==> src/design/vlsd_pkg.sv <==
// ----------------------------------------------------------------------------
// vlsd_pkg
// Types and constants for the variable-length size decoder.
// ----------------------------------------------------------------------------
`default_nettype none

package vlsd_pkg;

	// lead byte thresholds
	localparam logic [7:0] LEAD_TWO_BYTE = 8'd192;
	localparam logic [7:0] LEAD_BAD      = 8'd224;
	localparam logic [7:0] LEAD_FIVE     = 8'hff;

	// status codes
	localparam logic [1:0] ST_OK        = 2'd0;
	localparam logic [1:0] ST_BAD_LEAD  = 2'd1;
	localparam logic [1:0] ST_TRUNCATED = 2'd2;

	// last byte index of a five-byte code
	localparam logic [2:0] PHASE_LAST = 3'd4;

	typedef struct packed {
		logic [7:0] data_byte;
		logic       buffer_end;
	} byte_word_t;

	typedef struct packed {
		logic [31:0] length_value;
		logic [1:0]  status;
	} size_word_t;

	// decoder result towards the output register
	typedef struct packed {
		logic       valid;
		size_word_t word;
	} dec_result_t;

endpackage

`default_nettype wire

==> src/design/variable_length_size_decoder_top.sv <==
// ----------------------------------------------------------------------------
// variable_length_size_decoder_top
// Decodes back-to-back 1/2/5-byte length codes from a byte stream.
// ----------------------------------------------------------------------------
// The byte that completes a code passes the input register and the decoder; its result is held in the result register.
// Throughput: one byte per cycle unless the size channel stalls; the parser state updates with each byte taken.
// Input register and result register decouple the two channels.
// Reset: arst_n clears both valid flags and the parser state asynchronously.
`default_nettype none

module variable_length_size_decoder_top import vlsd_pkg::*; (
	input  wire logic       clk,
	input  wire logic       arst_n,
	input  wire logic       byte_valid,
	output logic            byte_stall,
	input  wire byte_word_t byte_word,
	output logic            size_valid,
	input  wire logic       size_stall,
	output size_word_t      size_word
);

	logic        hold;
	logic        valid_s1;
	byte_word_t  word_s1;
	logic        fire;
	dec_result_t result;

	assign fire = valid_s1 && !hold;

	vlsd_in_stage u_in (
		.clk        (clk),
		.arst_n     (arst_n),
		.byte_valid (byte_valid),
		.byte_stall (byte_stall),
		.byte_word  (byte_word),
		.hold       (hold),
		.valid_s1   (valid_s1),
		.word_s1    (word_s1)
	);

	vlsd_decode u_dec (
		.clk     (clk),
		.arst_n  (arst_n),
		.fire    (fire),
		.word_s1 (word_s1),
		.result  (result)
	);

	vlsd_out_reg u_out (
		.clk        (clk),
		.arst_n     (arst_n),
		.fire       (fire),
		.result     (result),
		.size_stall (size_stall),
		.size_valid (size_valid),
		.size_word  (size_word),
		.hold       (hold)
	);

endmodule

`default_nettype wire

==> src/design/vlsd_in_stage.sv <==
// ----------------------------------------------------------------------------
// vlsd_in_stage
// Input register for the byte channel; stalls only when the stored word
// cannot move on because the result register is held.
// ----------------------------------------------------------------------------
`default_nettype none

module vlsd_in_stage import vlsd_pkg::*; (
	input  wire logic       clk,
	input  wire logic       arst_n,
	input  wire logic       byte_valid,
	output logic            byte_stall,
	input  wire byte_word_t byte_word,
	input  wire logic       hold,
	output logic            valid_s1,
	output byte_word_t      word_s1
);

	assign byte_stall = valid_s1 && hold;

	// load whenever the stored word is consumed or empty
	always_ff @(posedge clk or negedge arst_n) begin
		if (!arst_n) begin
			valid_s1 <= 1'b0;
		end else if (!byte_stall) begin
			valid_s1 <= byte_valid;
		end
	end

	always_ff @(posedge clk) begin
		if (!byte_stall && byte_valid) begin
			word_s1 <= byte_word;
		end
	end

endmodule

`default_nettype wire

==> src/design/vlsd_decode.sv <==
// ----------------------------------------------------------------------------
// vlsd_decode
// Length code parser: holds phase, lead byte and partial length, and turns
// one byte into at most one result word.
// ----------------------------------------------------------------------------
`default_nettype none

module vlsd_decode import vlsd_pkg::*; (
	input  wire logic       clk,
	input  wire logic       arst_n,
	input  wire logic       fire,
	input  wire byte_word_t word_s1,
	output dec_result_t     result
);

	logic [2:0]  phase_q;
	logic [7:0]  lead_q;
	logic [31:0] partial_q;

	logic [2:0]  phase_d;
	logic [7:0]  lead_d;
	logic [31:0] partial_d;
	logic [7:0]  b;
	logic        last;
	logic [31:0] shifted;
	logic [7:0]  lead_off;

	assign b        = word_s1.data_byte;
	assign last     = word_s1.buffer_end;
	assign shifted  = {partial_q[23:0], b};
	assign lead_off = lead_q - LEAD_TWO_BYTE;

	// next state and result
	always_comb begin
		phase_d   = phase_q;
		lead_d    = lead_q;
		partial_d = partial_q;
		result    = '0;
		if (phase_q == 3'd0) begin
			if (b < LEAD_TWO_BYTE) begin
				result.valid             = 1'b1;
				result.word.length_value = {24'd0, b};
				result.word.status       = ST_OK;
			end else if (b >= LEAD_BAD && b != LEAD_FIVE) begin
				result.valid       = 1'b1;
				result.word.status = ST_BAD_LEAD;
			end else if (last) begin
				result.valid       = 1'b1;
				result.word.status = ST_TRUNCATED;
			end else begin
				lead_d    = b;
				partial_d = '0;
				phase_d   = 3'd1;
			end
		end else if (lead_q != LEAD_FIVE) begin
			result.valid             = 1'b1;
			result.word.length_value = {16'd0, lead_off, 8'd0} + {24'd0, b}
				+ {24'd0, LEAD_TWO_BYTE};
			result.word.status       = ST_OK;
		end else if (phase_q >= PHASE_LAST) begin
			result.valid             = 1'b1;
			result.word.length_value = shifted;
			result.word.status       = ST_OK;
		end else if (last) begin
			result.valid       = 1'b1;
			result.word.status = ST_TRUNCATED;
		end else begin
			partial_d = shifted;
			phase_d   = phase_q + 3'd1;
		end
		// any result ends the code
		if (result.valid) begin
			phase_d   = 3'd0;
			partial_d = '0;
		end
	end

	always_ff @(posedge clk or negedge arst_n) begin
		if (!arst_n) begin
			phase_q   <= 3'd0;
			lead_q    <= 8'd0;
			partial_q <= 32'd0;
		end else if (fire) begin
			phase_q   <= phase_d;
			lead_q    <= lead_d;
			partial_q <= partial_d;
		end
	end

endmodule

`default_nettype wire

==> src/design/vlsd_out_reg.sv <==
// ----------------------------------------------------------------------------
// vlsd_out_reg
// Result register for the size channel; holds while the sink stalls.
// ----------------------------------------------------------------------------
`default_nettype none

module vlsd_out_reg import vlsd_pkg::*; (
	input  wire logic        clk,
	input  wire logic        arst_n,
	input  wire logic        fire,
	input  wire dec_result_t result,
	input  wire logic        size_stall,
	output logic             size_valid,
	output size_word_t       size_word,
	output logic             hold
);

	assign hold = size_valid && size_stall;

	// reload whenever the held word is gone
	always_ff @(posedge clk or negedge arst_n) begin
		if (!arst_n) begin
			size_valid <= 1'b0;
		end else if (!hold) begin
			size_valid <= fire && result.valid;
		end
	end

	always_ff @(posedge clk) begin
		if (!hold && fire && result.valid) begin
			size_word <= result.word;
		end
	end

endmodule

`default_nettype wire

==> config.mk <==
export PLATFORM = sky130hd
export DESIGN_NAME = variable_length_size_decoder_top
export DESIGN_NICKNAME = d
export VERILOG_FILES = /design/src/design/vlsd_pkg.sv /design/src/design/variable_length_size_decoder_top.sv /design/src/design/vlsd_in_stage.sv /design/src/design/vlsd_decode.sv /design/src/design/vlsd_out_reg.sv
export SDC_FILE = /design/constraint.sdc
export NUM_CORES = 1
export LEC_CHECK = 0
export CAP_MARGIN = 10
export CELL_PAD_IN_SITES_DETAIL_PLACEMENT = 0
export CELL_PAD_IN_SITES_GLOBAL_PLACEMENT = 1
export CORE_ASPECT_RATIO = 0.75
export CORE_UTILIZATION = 46
export CTS_CLUSTER_SIZE = 12
export DETAILED_ROUTE_END_ITERATION = 16
export DONT_BUFFER_PORTS = 1
export PLACE_DENSITY_LB_ADDON = 0.1
export SYNTH_ARGS = -nofsm -noshare
export SYNTH_HDL_FRONTEND = slang
export SYNTH_SLANG_ARGS = --single-unit
==> constraint.sdc <==
create_clock -name clk -period 3.6 [get_ports clk]
set_input_delay 0.36 -clock clk [delete_from_list [all_inputs] [get_ports clk]]
set_output_delay 0.36 -clock clk [all_outputs]
set_load 0.02 [all_outputs]
* Word-level counts from Yosys, hierarchy flattened *
Cells that the tools add are included.

word-level totals
  bits in registers = 80

operators by class
  reduce and logical (&&, ||, !) cells = 13
  bitwise operators = 3
  magnitude comparators = 3
  equality and inequality tests = 7
  $add $sub $neg = 4
  multiplexer cells = 28

operators with widths
  kind                                                              count
  24-bit 2-to-1 mux                                                 8
  35-bit 2-to-1 mux                                                 2
  32-bit by 8-bit adder with 32-bit output (second input constant)  1
  32-bit 2-to-1 mux                                                 1
  3-bit 2-to-1 mux                                                  8
  16-bit by 8-bit adder with 17-bit output                          1
  8-bit != test (second input constant)                             2
  8-bit greater-or-equal comparator (second input constant)         1
  1-bit logical AND                                                 8
  8-bit < comparator (second input constant)                        1
  2-bit 2-to-1 mux                                                  4
  8-bit 2-to-1 mux                                                  1
  8-bit subtractor (second input constant)                          1
  3-bit by 1-bit != test with 1-bit output (second input constant)  2
  3-bit by 2-bit != test with 1-bit output (second input constant)  2
  6-bit AND reduction                                               1
  5-bit AND reduction                                               1
  1-bit 2-to-1 mux                                                  4
  3-bit by 1-bit adder with 3-bit output (second input constant)    1
  3-bit greater-or-equal comparator (second input constant)         1
  3-bit logical NOT                                                 1
  1-bit NOT                                                         3
  1-bit logical NOT                                                 2
  2-bit by 1-bit != test with 1-bit output (second input constant)  1

* Longest topological paths before layout *
Gate-level depths: netlist of run 1.

  word-level depth = 7
  mapped depth = 8

* By module *
A second synthesis of run 1 with hierarchy kept.

unflattened totals
  cells, all modules = 244
  area, all modules = 3385.7 um2

modules (own cells, without submodules)
  module                            cells an instance  seq. area each (um2)  times used  area an instance (um2)
  vlsd_decode                       191                875.8                 1           1975.6
  vlsd_out_reg                      39                 1046.0                1           1076.0
  vlsd_in_stage                     13                 295.3                 1           320.3
  variable_length_size_decoder_top  1                  0.0                   1           13.8

* Worst setup path before layout of run 1 *
No wires, ideal clock.

  path type = register to register
  start = register u_dec.phase_q[0]
  end = register, netlist name u_out.size_word[0]
  arrival = 2.950 ns
  cell stages (with the launch flop) = 8
  period minus slack after synthesis = 3.379 ns
  path slack = 0.221 ns
  cells stage by stage = dfrtp_1 -> inv_1 -> ha_1 -> buf_2 -> and2b_1 -> a32oi_4 -> or3_4 -> nor2b_1

on the way
  cells in the longest elaborated chain, start to end = 5
  elaborated cells between the ends (all ways) = 6

RTL lines
  what                               RTL line            RTL
  from (decl)                        vlsd_decode.sv:16   logic [2:0] phase_q;
  from (signal assigned)             vlsd_decode.sv:84   phase_q <= phase_d;
  3-bit greater-or-equal comparator  vlsd_decode.sv:60   end else if (phase_q >= PHASE_LAST) begin
  1-bit 2-to-1 mux                   vlsd_decode.sv:60
  35-bit 2-to-1 mux                  vlsd_decode.sv:55   end else if (lead_q != LEAD_FIVE) begin
  35-bit 2-to-1 mux (*)              vlsd_decode.sv:39   if (phase_q == 3'd0) begin
  1-bit logical AND (*)              vlsd_out_reg.sv:30  if (!hold && fire && result.valid) begin

Every way passes the cells marked *; elsewhere a longest branch is shown, timed or not.
A chain may end at the register's enable or synchronous reset.

* Final worst setup path of run 1 *
  start = register u_dec.lead_q[6]
  end = register, netlist name u_out.size_word[29]

on the way
  cells in the longest elaborated chain, start to end = 4

RTL lines
  what                    RTL line            RTL
  from (decl)             vlsd_decode.sv:17   logic [7:0] lead_q;
  from (signal assigned)  vlsd_decode.sv:85   lead_q <= lead_d;
  8-bit != test           vlsd_decode.sv:55
  35-bit 2-to-1 mux       vlsd_decode.sv:55
  35-bit 2-to-1 mux       vlsd_decode.sv:39
  1-bit logical AND       vlsd_out_reg.sv:30

Every way passes these cells.

==> qor.yml, run 1 <==
clock_tree:
  clk_latency_ns: 0.35
  clock-root-buffer: "clkbuf_8"
  post-cts-setup-buffer-count: 0
  cts_resized: 0
  cts_max_path_buffers: 2
  postCtsHoldBufs: 2
  cts_buffers: 9
  ctsHtreeMaxLevel: 3
  cts.reportedPaths.clkPinSlew_ns: 0.09
  cts_tree: "done"
  clock_sinks: 80
route:
  ant_nets: 0
  drt_iter0_drc: 112
  via_per_inst: 5.70
  route.detailed.drc: 0
  dr.pass1.iters: 5
  vias: 2091
  wire_per_inst_um: 19.2
  drt_wl_total_um: 7040
finish:
  final_core_util_pct: 52.7
  drive_above_1_share_pct: 13.2
  areaGrowthSynthToFinish_pct: 10.1
  layout.nets: 282
  n_antenna_cell: 0
critical_path:
  critPathSlowestCell: "nor2b_4"
  path_buf_inv: 1
  crit_path_max_fanout: 22
  r2r_slack_ns: 0.93
  rr_startpoint: "u_dec.lead_q[6]"
  cp_slowest_stage_delay_ns: 0.46
  end_kind: "flip-flop"
  cp.required_ns: 3.65
  critPathTopFamily: "simple AND/OR/NAND/NOR gates"
  crit_path_start_kind: "flip-flop"
  arrival_ns: 2.72
  r2r_end: "u_out.size_word[29]"
  worstPathCellList: "ha_1 > and3_1 > a32oi_4 > or3_4 > nor2b_4 > buf_12"
  rr_worst_depth: 6
  path_class: "reg -> reg"
sta:
  worst_slew_pin_slew_ns: 0.677
  fin_crit_ns: 2.67
  setup_tns_ns: 0
  fin_skew_ns: 0.0155
  rsz0062_at_grt: "false"
  slew_violations: 0
  setup_viol: 0
  final_hold_viol_count: 0
  max_freq_ghz: 0.375
  min_period_over_period_pct: 74.2
  max_slew_margin_pct: 54.8
power_and_ir_drop:
  sw_frac_of_total_pct: 27.9
  p_comb_share_pct: 12.0
  switching_power_uw: 611
  clockPowerShare_pct: 34.2
  p_int_mw: 1.58
  power.density_nw_per_um2: 565
  ir_drop_v: 0.000322
  seqPwrFrac_pct: 53.8
  p_total_mw: 2.19
  p_leak_nw: 1.62
min_path:
  hold_path_class: "in -> reg"
  holdPathStages: 0
  hold_path.startpoint: "byte_word[5]"
  holdPathEnd: "u_in.word_s1[5]"
die:
  fp-row-count: 27
  die_h_um: 77.8
  io_pins: 49
  coreArea_sq_um: 7360
  start_util_pct: 47.8
  die_w_um: 103
  design.die.area_sq_um: 8010
global_route:
  grt_overflow: 0
  grt_antenna_before_repair: 0
  grt_pass1_vias: 2016
  grt_pass1_wl_um: 11200
  grt_max_degree: 38
  track_usage_pct: 19.4
synth:
  ys_seq_area_share_pct: 62.9
  syn_area_per_cell_sq_um: 13.5
  ys.flop_type: "edfxtp_1"
  synth.net_count: 281
  synth_largest_area_cell: "edfxtp_1"
  synth_cell_types: 52
  synthCells: 260
  yosys_warnings: 0
  synth.area.top_cells: "edfxtp_1 (37%), dfrtp_1 (26%), a22o_1 (6.2%), and3_1 (3.0%), ha_1 (2.8%)"
  async_flop_share_pct: 46.3
  ys_ff_latch: 80
  synth_edf_count: 43
  netlist_area_sq_um: 3520
  synth_top_area_share_pct: 36.7
flow_run:
  drv_cap: 0
placement:
  dpl.hpwl_um: 4600
  globalplace.congestion: 0.819
  port_buffers: 0
run_status:
  status: "finished, final reports clean"
-- cell families after synthesis --
group | count (synthesis) | share of synthesized area, %
simple gates | 71 | 11.5
fa+ha+maj | 8 | 2.84
xor+xnor | 7 | 1.74
flops | 80 | 62.9
compound gates | 58 | 14.3
buf+inv | 29 | 3.77
mux | 7 | 2.84
-- Yosys cell counts, types with 5 or more instances --
cell type and n:
edfxtp_1 43, inv_1 12, mux2_4 6, nand2_1 8, ha_1 8, nor3_1 5, clkbuf_1 9, a22o_1 25
nor2_1 11, and3_1 17, and2_1 8, nand3_1 7, dfrtp_1 37
-- metrics by stage --
step	setup slack, ns	hold WS (ns)	instance area, sq um	cells
4_1_cts	0.931	0.0807	3880	367
3_3_place_gp	1.03	0.0660	3620	349
5_1_grt	0.793	0.0678	3880	367
2_1_floorplan	0.221	0.0644	3520	260
3_5_place_dp	0.954	0.0659	3620	349
6_report	0.930	0.0941	3880	367
-- placed cells by master (no fill, tap or decap), types with 5 or more instances in the layout --
cell,n
a22o_1,25
and2_1,8
and3_1,17
clkbuf_8,10
dfrtp_1,37
edfxtp_1,43
ha_1,8
inv_1,12
mux2_4,6
nand2_1,8
nand3_1,7
nor2_1,11
nor3_1,5
-- registers in the layout (all words and copies together) (netlist names) --
signal / flops
u_in.valid_s1: 1
u_out.size_word: 34
u_dec.phase_q: 3
u_in.word_s1: 9
u_dec.lead_q: 8
u_dec.partial_q: 24
u_out.size_valid: 1
-- worst max-delay path by stage --
stage | start | to | slack [ns] | cells past startpoint
after global routing | u_dec.lead_q[6] | u_out.size_word[29] | 0.79 | 6
after floorplan | u_dec.phase_q[0] | u_out.size_word[0] | 0.22 | 7
after detailed placement | u_dec.lead_q[6] | u_out.size_word[30] | 0.95 | 6
final | u_dec.lead_q[6] | u_out.size_word[29] | 0.93 | 6
after global placement | u_dec.lead_q[6] | u_out.size_word[21] | 1.03 | 6
after CTS | u_dec.lead_q[6] | u_out.size_word[30] | 0.93 | 6
-- area by class of cell --
class / count / area [sq um]
Timing Repair Buffer: 7 / 80.1
Sequential cell: 80 / 2220
Inverter: 12 / 45.0
Clock inverter: 6 / 91.3
Clock buffer: 10 / 138
Multi-Input combinational cell: 151 / 1180
Tap cell: 101 / 126
Fill cell: 663 / 3490
-- metal layers --
| layer | GRT usage (%) | share of wire, % | vias up |
|---|---|---|---|
| met5 | 0 | 0 | - |
| met4 | 7.18 | 1.5 | 0 |
| met3 | 5.41 | 3.7 | 8 |
| met2 | 27.5 | 44 | 56 |
| met1 | 28.2 | 50 | 1046 |
| li1 | - | - | 981 |
-- power by group through the flow --
stage,Clock [mW],Combinational [mW],Sequential [mW]
after floorplan,0,0.197,1.17
after global placement,0,0.252,1.20
after detailed placement,0,0.251,1.20
after CTS,0.765,0.265,1.18
after global routing,0.804,0.291,1.19
final,0.750,0.262,1.18
-- worst reg2reg max path, cell delays in order, from the launching register on --
cell	delay, ns
dfrtp_1	0.44
ha_1	0.35
and3_1	0.30
a32oi_4	0.35
or3_4	0.23
nor2b_4	0.46
buf_12	0.24
Power figures use the tool's default switching activity.
==> inputs of run 2 (changes only) <==
ABC_AREA = 1   (was not set)
CORE_UTILIZATION = 44   (was 46)
clock period = 2.2 ns   (was 3.6 ns; I/O delays follow)
==> run 2 against run 1 <==
  * Cell area grew 3.3%
  * Combinational power grew to 3.3 times the previous value
  * Setup slack lost 0.65 ns
  * First-iteration DRC count grew 8.0%
  * Count of clock-buffer cells in the layout is the same
  * Via count grew 16%
  * Hold slack lost 0.057 ns
  * Core utilization grew 0.28 points
  * Global-route usage is essentially flat
  * Largest cell class unchanged
  * Register-to-register slack lost 0.65 ns
  * Clock skew shrank 0.0044 ns
  * Sequential share of layout area shrank 1.8 points
==> qor.yml, run 2 <==
run_status:
  status: "finished, final reports clean"
flow_run:
  drv_cap: 0  # unchanged
synth:
  synth_largest_area_cell: "edfxtp_1"
  synth.most_common_cell: "nand2_1"
  synthCells: 359  # +38%
  synth_edf_count: 43  # unchanged
  ys.flop_type: "edfxtp_1"
  ys_seq_area_share_pct: 62.4  # -0.53 points
  yosys_warnings: 0  # unchanged
  ys_ff_latch: 80  # unchanged
  synth.net_count: 380  # +35%
  synth_common_cells: "nand2_1 (101), edfxtp_1 (43), inv_1 (40)"
  async_flop_share_pct: 46.3  # unchanged
  synth_cell_types: 30  # -42%
  synth.area.top_cells: "edfxtp_1 (36%), dfrtp_1 (26%), nand2_1 (11%), nand4_1 (4.9%), inv_1 (4.2%)"
  netlist_area_sq_um: 3550  # +0.85%
  syn_area_per_cell_sq_um: 9.89  # -27%
  synth_top_area_share_pct: 36.4  # -0.31 points
global_route:
  grt_max_degree: 38  # unchanged
  grt_pass1_wl_um: 12300  # +9.8%
  track_usage_pct: 19.5  # +0.049 points
  grt_pass1_vias: 2393  # +19%
  grt_antenna_before_repair: 0  # unchanged
  grt_overflow: 0  # unchanged
die:
  start_util_pct: 46.9  # -0.88 points
  die_h_um: 79.8  # +2.6%
  coreArea_sq_um: 7570  # +2.8%
  die_w_um: 106  # +2.6%
  fp-row-count: 27  # unchanged
  io_pins: 49  # unchanged
  design.die.area_sq_um: 8440  # +5.3%
finish:
  final_common_cell: "nand2_1"
  layout.nets: 400  # +42%
  n_antenna_cell: 0  # unchanged
  layout_common_cells: "nand2_1 (101), edfxtp_1 (43), inv_1 (40)"
  areaGrowthSynthToFinish_pct: 12.8
  instances_no_fill: 485  # +32%
  largest_registers: "u_out.size_word (34), u_dec.partial_q (24), u_in.word_s1 (9)"
  fill_cells: 732  # +10%
  top_register: "u_out.size_word"
  drive_above_1_share_pct: 9.38  # -3.8 points
  largest_reg_flops: 34  # unchanged
  final_core_util_pct: 52.9  # +0.28 points
critical_path:
  rr_worst_depth: 7  # +1
  crit_path_max_fanout: 21  # -4.5%
  cp.required_ns: 2.22  # -1.43 ns
  rr_startpoint: "u_in.word_s1[7]"
  r2r_slack_ns: 0.28  # -0.65 ns
  arrival_ns: 1.94  # -0.78 ns
  r2r_end: "u_out.size_word[19]"
  cp_slowest_stage_delay_ns: 0.48  # +0.02 ns
  critPathSlowestCell: "edfxtp_1"
  end_kind: "flip-flop"
  worstPathCellList: "ha_1 > nand2_1 > o21bai_1 > nand4_1 > nand3_1 > inv_1 > buf_4"
  crit_path_start_kind: "flip-flop"
  path_class: "reg -> reg"
min_path:
  holdPathEnd: "u_out.size_valid"
  hold_path.startpoint: "size_stall"
  hold_path_class: "in -> reg"
  holdPathStages: 2  # +2
sta:
  min_period_over_period_pct: 87.2  # +13 points
  setup_tns_ns: 0  # unchanged
  max_slew_margin_pct: 68.4  # +14 points
  max_freq_ghz: 0.522  # +39%
  fin_crit_ns: 1.92  # -0.752 ns
  worst_slew_pin_slew_ns: 0.473  # -0.204 ns
  setup_viol: 0  # unchanged
  slew_violations: 0  # unchanged
  rsz0062_at_grt: "false"
  final_hold_viol_count: 0  # unchanged
  fin_skew_ns: 0.0111  # -0.00437 ns
  holdWs_ns: 0.0367  # -0.0574 ns
route:
  ant_nets: 0  # unchanged
  route.detailed.drc: 0  # unchanged
  drt_iter0_drc: 121  # +8.0%
  wire_per_inst_um: 14.9  # -22%
  vias: 2426  # +16%
  dr.pass1.iters: 5  # unchanged
  drt_wl_total_um: 7250  # +3.0%
  via_per_inst: 5.00  # -12%
power_and_ir_drop:
  p_comb_share_pct: 20.8  # +8.8 points
  seqPwrFrac_pct: 54.4  # +0.6 points
  p_leak_nw: 1.76  # +9.0%
  clockPowerShare_pct: 24.8  # -9.4 points
  power.density_nw_per_um2: 1020  # +81%
  switching_power_mw: 1.47  # +140%
  ir_drop_v: 0.000491  # +53%
  sw_frac_of_total_pct: 35.9  # +8.0 points
  p_int_mw: 2.63  # +67%
  p_total_mw: 4.10  # +87%
placement:
  dpl.hpwl_um: 4830  # +5.1%
  port_buffers: 0  # unchanged
  placed_cells: 457  # +31%
  globalplace.congestion: 0.771  # -5.8%
clock_tree:
  clock-root-buffer: "clkbuf_8"
  cts_tree: "done"
  cts_buffers: 9  # unchanged
  cts.reportedPaths.clkPinSlew_ns: 0.08  # about the same
  postCtsHoldBufs: 12  # +10
  cts_resized: 0  # unchanged
  clk_latency_ns: 0.35  # about the same
  post-cts-setup-buffer-count: 0  # unchanged
  clock_sinks: 80  # unchanged
  ctsHtreeMaxLevel: 3  # unchanged
  cts_max_path_buffers: 2  # unchanged
run 2: how the worst max path moves through the flow:
stage / start / to / slack [ns] / cells after the start
after detailed placement: u_in.word_s1[7] / u_out.size_word[17] / 0.26 / 7
after floorplan: u_dec.phase_q[0] / u_out.size_word[0] / 0.03 / 8
after CTS: u_in.word_s1[7] / u_out.size_word[19] / 0.24 / 7
final: u_in.word_s1[7] / u_out.size_word[19] / 0.28 / 7
after global placement: u_in.word_s1[7] / u_out.size_word[16] / 0.39 / 7
after global routing: u_in.word_s1[7] / u_out.size_word[33] / 0.07 / 7
run 2: routing by layer:
| layer | GRT usage (%) | up-vias | wire, um |
|---|---|---|---|
| met2 | 28.8 | 67 | 3190 |
| met5 | 0 | - | 0 |
| met1 | 28.4 | 1141 | 3630 |
| met4 | 3.75 | 0 | 40 |
| met3 | 5.80 | 4 | 393 |
| li1 | - | 1214 | - |
run 2: per-stage QoR:
stage | setup slack, ns | cell area, sq um
2_1_floorplan | 0.0265 | 3550
3_3_place_gp | 0.388 | 3690
3_5_place_dp | 0.263 | 3690
4_1_cts | 0.237 | 4010
5_1_grt | 0.0730 | 4010
6_report | 0.283 | 4010
run 2: cells by family (layout without fill, tap and decap cells):
group           count (synthesis)  after routing  synth area share (%)
simple gates                  189            189                  24.1
buf+inv                        57             82                  6.73
xor+xnor                        3              3                 0.740
fa+ha+maj                       8              8                  2.82
flops                          80             80                  62.4
compound gates                 22             22                  3.17
run 2: layout make-up:
type	instances	area, sq um	area share (%)
inverters	42	158	3.94
clock buffers	10	138	3.44
well taps	101	126	3.16
flip-flops and latches	80	2220	55.4
multi-input cells	222	1100	27.4
repair buffers	24	220	5.50
clock inverters	6	50.0	1.25
run 2: worst max-delay path, delay by kind of cell, from the launching register on:
family                     cells  cell delay (ns)
and+or+nand+nor                3             0.28
adders and majority gates      1             0.26
buffers and inverters          2             0.38
DFF                            1             0.48
AOI/OAI and AO/OA              1             0.18
run 2: power groups by stage:
stage	logic, mW	clock network (mW)	registers [mW]
after detailed placement	0.826	0	2.26
after global placement	0.832	0	2.26
after CTS	0.864	1.05	2.23
final	0.855	1.02	2.23
after global routing	0.993	1.11	2.26
after floorplan	0.604	0	2.22
